--- config.mk ---
export PLATFORM = sky130hd
export DESIGN_NAME = paid_session_relay_timer
export DESIGN_NICKNAME = d
export VERILOG_FILES = /design/src/sv/psrt_pkg.sv /design/src/sv/paid_session_relay_timer.sv
export VERILOG_INCLUDE_DIRS = /design/src /design/src/sv
export SDC_FILE = /design/constraint.sdc
export NUM_CORES = 2
export LEC_CHECK = 0
export ABC_AREA = 1
export BUFFER_PORTS_ARGS = -buffer_cell sky130_fd_sc_hd__buf_4
export CORE_MARGIN = 2
export CORE_UTILIZATION = 50
export DETAILED_ROUTE_END_ITERATION = 16
export GPL_TIMING_DRIVEN = 0
export PLACE_DENSITY = 0.67
export SYNTH_ARGS = -nofsm -noshare
export SYNTH_HDL_FRONTEND = slang
export SYNTH_SLANG_ARGS = --single-unit
--- constraint.sdc ---
create_clock -name clk -period 17.1 [get_ports clk]
set_input_delay 3.42 -clock clk [delete_from_list [all_inputs] [get_ports clk]]
set_output_delay 3.42 -clock clk [all_outputs]
set_load 0.1 [all_outputs]
--- src/sv/assert_macros.svh ---
// ---------------------------------------------------------------------------
// assert_macros.svh
// Assertion macros shared by the RTL; clocked, with synchronous reset disable.
// ---------------------------------------------------------------------------
`ifndef ASSERT_MACROS_SVH
`define ASSERT_MACROS_SVH

// Same-cycle implication: whenever cond holds, expr must hold too.
`define ASSERT_IMPLY(label, clk, rst, cond, expr) \
  label: assert property (@(posedge clk) disable iff (rst) (cond) |-> (expr)) \
    else $error("assertion failed: cond implies expr");

// Next-cycle implication: when cond holds, expr must hold in the next cycle.
`define ASSERT_NEXT(label, clk, rst, cond, expr) \
  label: assert property (@(posedge clk) disable iff (rst) (cond) |=> (expr)) \
    else $error("assertion failed: cond implies expr on the next cycle");

`endif

--- src/sv/psrt_pkg.sv ---
// ---------------------------------------------------------------------------
// psrt_pkg
// Types and constants for the relay session timer.
// ---------------------------------------------------------------------------
package psrt_pkg;

  localparam int S_TDATA_W = 72;   // 67 bits of fields, padded to bytes
  localparam int M_TDATA_W = 88;   // 83 bits of fields, padded to bytes
  localparam int PADDR_W   = 3;

  localparam int SEC_W = 22;       // width of a seconds result
  localparam int REM_W = 31;       // positive remaining milliseconds

  localparam logic [31:0] MS_PER_SEC = 32'd1000;
  localparam logic [31:0] ROUND_UP   = 32'd999;
  // Largest second count whose millisecond product still fits in 32 bits
  localparam logic [31:0] MAX_SEC    = 32'd4294967;
  // floor(x / 1000) == (x * RECIP_1000) >> RECIP_SHIFT for any 32-bit x
  localparam logic [28:0] RECIP_1000  = 29'h10624DD3;
  localparam int          RECIP_SHIFT = 38;

  localparam logic [31:0] CKPT_RESET = 32'd60000;

  typedef enum logic [2:0] {
    CMD_TICK  = 3'd0,
    CMD_START = 3'd1,
    CMD_ADD   = 3'd2,
    CMD_STOP  = 3'd3,
    CMD_BOOT  = 3'd4
  } cmd_t;

  typedef enum logic [1:0] {
    ST_IDLE     = 2'd0,
    ST_ACTIVE   = 2'd1,
    ST_RECOVERY = 2'd2
  } status_t;

  typedef enum logic [1:0] {
    SAVE_NONE  = 2'd0,
    SAVE_WRITE = 2'd1,
    SAVE_CLEAR = 2'd2
  } save_t;

  // Register index, taken from paddr[2]
  typedef enum logic {
    REG_POLARITY = 1'b0,
    REG_CKPT     = 1'b1
  } reg_t;

  // Result of the update stage, before the seconds conversion
  typedef struct packed {
    logic             relay_on;
    status_t          status;
    logic [REM_W-1:0] rem_ms;
    save_t            action;
    logic [31:0]      recovery;
    logic             finished;
  } upd_t;

endpackage

--- src/sv/paid_session_relay_timer.sv ---
// ---------------------------------------------------------------------------
// paid_session_relay_timer
// Command-driven relay session timer with millisecond clock, deadline check,
// periodic checkpoint requests and boot-time recovery.
// ---------------------------------------------------------------------------
//
//  Channel   Direction  Carries
//  s_axis    in         command, duration_seconds, saved_seconds
//  m_axis    out        relay level/state, status, seconds, save request
//  apb       in/out     relay polarity (0x0), checkpoint_interval_ms (0x4)
//
//  Three register stages: input, state update, seconds conversion/output.
//  One item per cycle is sustained while m_tready holds; an item accepted
//  passes the input, update and output registers to m_axis. Session state
//  updates as an item leaves the input stage, so the next item always sees it.
//  The ceiling divide by 1000 is a reciprocal multiply in the last stage.
//  rst is synchronous: clears session state, valids and the config registers.
//  A stalled output backs up the stages; s_tready drops only when all are full.
//
`include "assert_macros.svh"

module paid_session_relay_timer (
  input  logic                            clk,
  input  logic                            rst,
  // slave stream
  input  logic                            s_tvalid,
  output logic                            s_tready,
  // [2:0] command, [34:3] duration_seconds, [66:35] saved_seconds
  input  logic [psrt_pkg::S_TDATA_W-1:0]  s_tdata,
  // master stream
  output logic                            m_tvalid,
  input  logic                            m_tready,
  // [0] relay_level, [1] relay_on, [3:2] session_status,
  // [25:4] remaining_seconds, [27:26] save_action, [49:28] save_value,
  // [81:50] recovery_seconds, [82] auto_finished
  output logic [psrt_pkg::M_TDATA_W-1:0]  m_tdata,
  // configuration
  input  logic                            psel,
  input  logic                            penable,
  input  logic                            pwrite,
  input  logic [psrt_pkg::PADDR_W-1:0]    paddr,
  input  logic [31:0]                     pwdata,
  output logic [31:0]                     prdata,
  output logic                            pready
);
  import psrt_pkg::*;

  // ---- configuration registers ----
  logic        pol_high;
  logic [31:0] checkpoint_interval_ms;
  logic        cfg_wr;

  assign pready = 1'b1;
  assign cfg_wr = psel && penable && pwrite;

  always_ff @(posedge clk) begin
    if (rst) begin
      pol_high               <= 1'b1;
      checkpoint_interval_ms <= CKPT_RESET;
    end else if (cfg_wr) begin
      case (reg_t'(paddr[2]))
        REG_POLARITY: pol_high               <= pwdata[0];
        REG_CKPT:     checkpoint_interval_ms <= pwdata;
        default: ;
      endcase
    end
  end

  always_comb begin
    case (reg_t'(paddr[2]))
      REG_POLARITY: prdata = {31'd0, pol_high};
      REG_CKPT:     prdata = checkpoint_interval_ms;
      default:      prdata = 32'd0;
    endcase
  end

  // ---- stage enables: a stage advances when empty or when its successor moves ----
  logic v1, v2, v3;
  logic en1, en2, en3;

  assign en3      = !v3 || m_tready;
  assign en2      = !v2 || en3;
  assign en1      = !v1 || en2;
  assign s_tready = en1;

  // ---- stage 1: input register ----
  logic [2:0]  in_cmd;
  logic [31:0] in_dur;
  logic [31:0] in_saved;

  always_ff @(posedge clk) begin
    if (rst) begin
      v1 <= 1'b0;
    end else if (en1) begin
      v1 <= s_tvalid;
    end
  end

  always_ff @(posedge clk) begin
    if (en1 && s_tvalid) begin
      in_cmd   <= s_tdata[2:0];
      in_dur   <= s_tdata[34:3];
      in_saved <= s_tdata[66:35];
    end
  end

  // ---- session state ----
  logic        [31:0] now_ms,  now_ms_next;
  logic        [31:0] deadline_ms, deadline_ms_next;
  logic               relay_flag, relay_flag_next;
  logic        [31:0] last_ckpt_ms, last_ckpt_ms_next;
  logic        [31:0] recovery_amount, recovery_amount_next;
  status_t            status_code, status_code_next;

  // ---- stage 2: state update ----
  logic [31:0] dur_ms;
  logic [31:0] tick_now;
  logic [31:0] tick_gap;
  logic [31:0] tick_since;
  logic [31:0] now_gap;
  logic [31:0] rem_diff;
  logic        rem_ok;
  logic        do_persist;
  save_t       action;
  logic        finished;
  upd_t        upd, upd_next;

  // Saturate the second-to-millisecond product at all ones
  assign dur_ms     = (in_dur > MAX_SEC) ? 32'hFFFF_FFFF : in_dur * MS_PER_SEC;
  assign tick_now   = now_ms + 32'd1;
  assign tick_gap   = tick_now - deadline_ms;
  assign tick_since = tick_now - last_ckpt_ms;
  assign now_gap    = now_ms - deadline_ms;

  always_comb begin
    now_ms_next          = now_ms;
    deadline_ms_next     = deadline_ms;
    relay_flag_next      = relay_flag;
    last_ckpt_ms_next    = last_ckpt_ms;
    recovery_amount_next = recovery_amount;
    status_code_next     = status_code;
    action               = SAVE_NONE;
    finished             = 1'b0;
    do_persist           = 1'b0;

    case (in_cmd)
      CMD_TICK: begin
        now_ms_next = tick_now;
        // Deadline first (wrap-safe sign test), then the checkpoint interval
        if (relay_flag && !tick_gap[31]) begin
          deadline_ms_next     = 32'd0;
          status_code_next     = ST_IDLE;
          recovery_amount_next = 32'd0;
          relay_flag_next      = 1'b0;
          action               = SAVE_CLEAR;
          finished             = 1'b1;
        end else if (relay_flag && (tick_since >= checkpoint_interval_ms)) begin
          do_persist = 1'b1;
        end
      end
      CMD_START, CMD_ADD: begin
        // Extend from the later of now and deadline; idle add acts as start
        if (in_cmd == CMD_ADD && relay_flag) begin
          deadline_ms_next = (now_gap[31] ? deadline_ms : now_ms) + dur_ms;
        end else begin
          deadline_ms_next = now_ms + dur_ms;
        end
        relay_flag_next      = 1'b1;
        status_code_next     = ST_ACTIVE;
        recovery_amount_next = 32'd0;
        do_persist           = 1'b1;
      end
      CMD_STOP: begin
        deadline_ms_next     = 32'd0;
        status_code_next     = ST_IDLE;
        recovery_amount_next = 32'd0;
        relay_flag_next      = 1'b0;
        action               = SAVE_CLEAR;
      end
      CMD_BOOT: begin
        relay_flag_next      = 1'b0;
        deadline_ms_next     = 32'd0;
        recovery_amount_next = in_saved;
        status_code_next     = (in_saved != 32'd0) ? ST_RECOVERY : ST_IDLE;
      end
      default: ;
    endcase

    // Remaining time on the updated state; zero or negative means none left
    rem_diff = deadline_ms_next - now_ms_next;
    rem_ok   = relay_flag_next && (rem_diff != 32'd0) && !rem_diff[31];

    if (do_persist) begin
      if (rem_ok) begin
        action            = SAVE_WRITE;
        last_ckpt_ms_next = now_ms_next;
      end else begin
        action = SAVE_CLEAR;
      end
    end

    upd_next.relay_on = relay_flag_next;
    upd_next.status   = status_code_next;
    upd_next.rem_ms   = rem_ok ? rem_diff[REM_W-1:0] : '0;
    upd_next.action   = action;
    upd_next.recovery = recovery_amount_next;
    upd_next.finished = finished;
  end

  always_ff @(posedge clk) begin
    if (rst) begin
      now_ms          <= 32'd0;
      deadline_ms     <= 32'd0;
      relay_flag      <= 1'b0;
      last_ckpt_ms    <= 32'd0;
      recovery_amount <= 32'd0;
      status_code     <= ST_IDLE;
      v2              <= 1'b0;
    end else if (en2) begin
      v2 <= v1;
      // Commit session state once per item, as it moves into stage 2
      if (v1) begin
        now_ms          <= now_ms_next;
        deadline_ms     <= deadline_ms_next;
        relay_flag      <= relay_flag_next;
        last_ckpt_ms    <= last_ckpt_ms_next;
        recovery_amount <= recovery_amount_next;
        status_code     <= status_code_next;
      end
    end
  end

  always_ff @(posedge clk) begin
    if (en2 && v1) begin
      upd <= upd_next;
    end
  end

  // ---- stage 3: ceiling seconds and output register ----
  logic [31:0]            rem_round;
  logic [31+RECIP_SHIFT-9:0] rem_prod;
  logic [SEC_W-1:0]       rem_sec;

  logic                   out_level;
  logic                   out_relay_on;
  status_t                out_status;
  logic [SEC_W-1:0]       out_remaining;
  save_t                  out_action;
  logic [SEC_W-1:0]       out_value;
  logic [31:0]            out_recovery;
  logic                   out_finished;

  // rem_ms < 2^31, so the rounded value fits in 32 bits
  assign rem_round = {1'b0, upd.rem_ms} + ROUND_UP;
  assign rem_prod  = rem_round * RECIP_1000;
  assign rem_sec   = rem_prod[RECIP_SHIFT +: SEC_W];

  always_ff @(posedge clk) begin
    if (rst) begin
      v3 <= 1'b0;
    end else if (en3) begin
      v3 <= v2;
    end
  end

  always_ff @(posedge clk) begin
    if (en3 && v2) begin
      out_level     <= pol_high ? upd.relay_on : !upd.relay_on;
      out_relay_on  <= upd.relay_on;
      out_status    <= upd.status;
      out_remaining <= rem_sec;
      out_action    <= upd.action;
      out_value     <= (upd.action == SAVE_WRITE) ? rem_sec : '0;
      out_recovery  <= upd.recovery;
      out_finished  <= upd.finished;
    end
  end

  assign m_tvalid = v3;
  assign m_tdata  = {5'd0, out_finished, out_recovery, out_value, out_action,
                     out_remaining, out_status, out_relay_on, out_level};

  // ---- assertions ----
  `ASSERT_IMPLY(a_value_only_on_write, clk, rst,
    v3 && (out_value != '0), out_action == SAVE_WRITE)
  `ASSERT_IMPLY(a_finish_clears, clk, rst,
    v3 && out_finished, !out_relay_on && (out_action == SAVE_CLEAR))
  `ASSERT_IMPLY(a_off_no_time, clk, rst,
    v3 && !out_relay_on, out_remaining == '0)
  `ASSERT_IMPLY(a_status_tracks_relay, clk, rst,
    1'b1, relay_flag == (status_code == ST_ACTIVE))
  `ASSERT_NEXT(a_state_held_without_item, clk, rst,
    !(en2 && v1), $stable(now_ms) && $stable(deadline_ms))

endmodule

Word-level counts from Yosys, hierarchy flattened. Cells that the tools add are included.

Register bits: 386. Bits in latches: 0. Memories kept: 0. Bits in writable memories: 0. Bits in read-only memories: 0. Word-level logic and storage cells: 98.

Add/sub/neg operators: 8. Bitwise gates (word level): 1. Div/mod/pow operators: 0. Magnitude comparators: 2. Reduce and logical (&&, ||, !) cells: 29. Equal/unequal tests: 5. $mul: 2. Multiplexer cells: 23. Shift-type cells: 0.

Operator list (count): two-way mux 32 bit (6); case mux 32 bit (3 select lines) (2); subtractor 32 bit (4); adder 32 bit (2); case mux 32 bit (2 select lines) (1); nonzero test 32 bit (2); multiplier 32 x 29 -> 60 bit, second input constant (1); adder 31 x 10 -> 32 bit, second input constant (1); adder 32 x 1 -> 32 bit, second input constant (1); greater-or-equal comparator 32 bit (1); greater-than comparator 32 x 23 -> 1 bit, second input constant (1); multiplier 32 x 7 -> 29 bit, second input constant (1); logical AND 1 bit (10); two-way mux 2 bit (5); case mux 2 bit (4 select lines) (1); equality test 3 x 2 -> 1 bit, second input constant (2); zero test 1 bit (6); AND reduction 2 bit (3); two-way mux 1 bit (5); case mux 2 bit (2 select lines) (1); AND reduction 4 bit (1); OR reduction 2 bit (2); equality test 3 x 1 -> 1 bit, second input constant (1); equality test 3 bit, second input constant (1); other kinds (7) (9).

Longest topological paths before layout.
Depth in word-level cells: 12. Gate-level depth with buffers: 57. Gate-level depth less buffers: 56.

Worst setup path before layout. Ideal clock, no wire load.

Kind: reg-to-reg. Start: reg upd[35] (netlist name). End: reg out_value[20] (data pin). Setup slack: 8.479 ns. Clock period less this slack: 8.621 ns. Arrival time: 8.355 ns. Stages on the path, launching flop included: 40. Setup time: 0.266 ns. Path through: edfxtp_1 > inv_1 > ha_1 > a21oi_1 > nand2_1 > nand2_1 > nor3_1 > nor2_1 > and3_1 > nand2_1 > nor4_1 > inv_1 > nor2_1 > and3_1 > xor2_1 > ha_1 > fa_1 > fa_1 > [4 not listed] > inv_1 > fa_1 > inv_1 > fa_1 > fa_1 > ha_1 > nand2_1 > nor2_1 > nand4_1 > nor2_1 > nand3_1 > nand3_1 > a21oi_1 > o21bai_1 > a31oi_1 > o21ai_0 > xor2_1 > nor2_1.

Word-level cells in the longest chain between the ends: 2.

Ends and longest elaborated chain: start, declared (line paid_session_relay_timer.sv:126) `upd_t upd, upd_next;`; start signal, assigned (line paid_session_relay_timer.sv:235) `upd <= upd_next;`; adder 31 x 10 -> 32 bit (line paid_session_relay_timer.sv:254) `assign rem_round = {1'b0, upd.rem_ms} + ROUND_UP;`; multiplier 32 x 29 -> 60 bit (line paid_session_relay_timer.sv:255) `assign rem_prod = rem_round * RECIP_1000;`; end signal, assigned (line paid_session_relay_timer.sv:273) `out_value <= (upd.action == SAVE_WRITE) ? rem_sec : '0;`; end, declared (line paid_session_relay_timer.sv:249) `logic [SEC_W-1:0] out_value;`.

No other way between the ends. A chain may end at the register's enable or synchronous reset.

Worst setup path in the final report. Ends and elaborated chain as after synthesis.

==> impl_metrics.yaml <==
critical_path:
  r2r_start: "upd[35]"
  cp.required_ns: 17.42
  cpMostUsedCell: "inv_1"
  cp.depth: 41
  cp.arrival_ns: 11.37
  crit_type: "reg -> reg"
  crit_path_max_fanout: 9
  cp-end-kind: "flip-flop"
  reg2regPathDepth: 41
  critPathTopFamily: "adder cells"
  slowest_delay_ns: 0.71
  cp.buffers_inverters: 7
  startpoint_type: "flip-flop"
  slowest_stage: "xor2_1"
  cp-startpoint: "upd[35]"
global_route:
  antenna_found_initial: 0
  grt_use_met3: 0.0265
  grt_max_degree: 44
  grt_pass1_wl_mm: 190
  grt.total_usage: 0.269
  grtUsageMet1: 0.333
  grt_overflow: 0
  use_met2: 0.484
  top_usage_layer: "met2"
  grt_pass1_vias: 35663
placement:
  numPortBuffers: 221
  place_hpwl_mm: 100
  gp_congestion: 1.00
  dpl_worst_slack_ns: 5.98
run_status:
  outcome: "finished, final reports clean"
yosys:
  synth_edf_count: 219
  synthDominantCellAreaShare: 0.185
  yosys_warnings: 0
  syn_inst: 5290
  async_flop_share: 0
  yosys.area.top_type: "ha_1"
  synth_cell_types: 68
  synthTopCellsByArea: "ha_1 (19%), fa_1 (18%), edfxtp_1 (15%)"
  syn_area_um2: 43600
  ys_ff_latch: 386
  ys.flop_type: "edfxtp_1"
  avgSynthCellArea_um2: 8.24
  synth_seq_area_share: 0.228
clock_tree:
  clockRootBuffer: "clkbuf_16"
  cts_made_buffers: 42
  clock_latency_ns: 0.61
  path_clk_slew_ns: 0.06
  hold_buffers: 0
  cts_tree: "yes"
  post_cts_buffers: 0
  cts_buffer_depth: 3
  cts-resized-gates: 0
  clkSinkCount: 386
  htreeDepth: 2
sta:
  hold_violations: 0
  fin_tns_setup_ns: 0
  setup_violations: 0
  finalCriticalPeriod_ns: 11.05
  slew_headroom: 0.0263
  skew_ns: 0.0306
  rsz0062_at_grt: "false"
  slew_violations: 0
  finalCritPeriodShare: 0.646
  tightest_slew_ns: 1.46
  fmax_ghz: 0.0905
  layout_setup_ws_ns: 6.05
die:
  io_pins: 237
  initial_core_util: 0.503
  fp.dieW_um: 299
  dieHeight_um: 299
  core_um2: 86600
  fp-row-count: 108
  fp.dieArea_um2: 89500
drt:
  detail_route.iter0.violations: 2539
  route.detailed.drc: 0
  vias: 35256
  firstDrtPassIters: 7
  detail_route.wl_per_cell_um: 17.6
  antenna_left: 0
  vias_per_cell: 5.22
  totalWireLength_mm: 119
cells_and_area:
  mostFrequentLayoutCells: "inv_1 (1,287), nand2_1 (849), ha_1 (645)"
  fin_nets: 6715
  diodes: 0
  drive_gt1_frac: 0.0761
  n_fill_cell: 8093
  layout_commonest_cell: "inv_1"
  postLayoutCoreUtil: 0.558
  areaGrowthSynthToFinish_pct: 10.9
worst_hold_path:
  hp-class: "reg -> reg"
  hold_path.startpoint: "upd[18]"
  min_path_cells: 0
run:
  maxCapViolCount: 0
==> metrics by stage <==
step | cell area (um2) | cells | hold WS, ns
6_report | 48300 | 6755 | 0.420
5_1_grt | 48300 | 6755 | 0.428
4_1_cts | 48300 | 6755 | 0.419
3_5_place_dp | 46900 | 6677 | 0.406
3_3_place_gp | 46700 | 6670 | 0.404
2_1_floorplan | 43600 | 5294 | 0.400
==> worst reg2reg max path, delay by kind of cell, from the launching register on <==
kind                     cells  cell delay, ns
XOR/XNOR                     2            0.99
AO/OA/AOI/OAI                5            1.12
flip-flops                   1            0.41
adder cells (fa/ha/maj)     10            4.27
buffers and inverters        7            1.02
AND/OR/NAND/NOR             17            2.94
==> cell usage after synthesis (all sizes together), types with 4 or more instances <==
cell type     n
mux2i         4
a21boi       10
a21o         28
o21a         14
o21bai       14
fa          390
o21ai       267
nand2       894
a31oi        21
nor2        268
inv        1291
a211oi        9
dfxtp       167
nand4        48
o211ai       45
xor2        103
a21oi       348
nor3         42
a31o          5
nand3       179
buf          30
nand3b        8
o221ai       39
o311ai       13
clkbuf       86
or2          21
o31ai         4
edfxtp      219
nor4         15
ha          645
xnor2        37
==> kinds of logic (layout without fill, tap and decap cells) <==
| kind of cell | after synthesis | in the layout | synth area share |
|---|---|---|---|
| and+or+nand+nor | 1486 | 1486 | 0.146 |
| buffers and inverters | 1410 | 1716 | 0.124 |
| adders and majority gates | 1035 | 1035 | 0.364 |
| AOI/OAI and AO/OA | 827 | 827 | 0.109 |
| DFF | 386 | 386 | 0.228 |
| xor gates and xnor gates | 140 | 140 | 0.0281 |
| muxes | 4 | 4 | 0.000919 |
| other | 2 | 6 | 0.000172 |
==> cell type report <==
type	instances	area (um2)	share of cell area
Buffer	116	547	0.0113
Inverter	1294	4860	0.101
Tap cell	1155	1450	0.0299
Sequential cell	386	9920	0.205
Clock inverter	28	339	0.00702
Clock buffer	50	1090	0.0226
Multi-Input combinational cell	3498	28300	0.586
Timing Repair Buffer	228	1790	0.0371
==> final timing paths <==
path / to / slack, ns
worst min-delay path: out_recovery[17] / 0.42
worst min register to register: out_recovery[17] / 0.42
worst max register to register: out_value[20] / 6.05
worst max-delay path: out_value[20] / 6.05
==> sequential cells by signal, summed over array words and instances, names as in the netlist, 32 cells and up <==
name                    cells
upd                        69
out_recovery               32
in_saved                   32
checkpoint_interval_ms     32
recovery_amount            32
in_dur                     32
last_ckpt_ms               32
deadline_ms                32
now_ms                     32
==> routing by layer <==
layer  up-vias  wire length, um
li1      17436                -
met1     16660            49200
met2       937            59500
met3       223             5440
met4         0             4800
met5         -                0
Power is not shown: default switching activity piles up to over one toggle a cycle in this logic, so the estimate is an artifact.
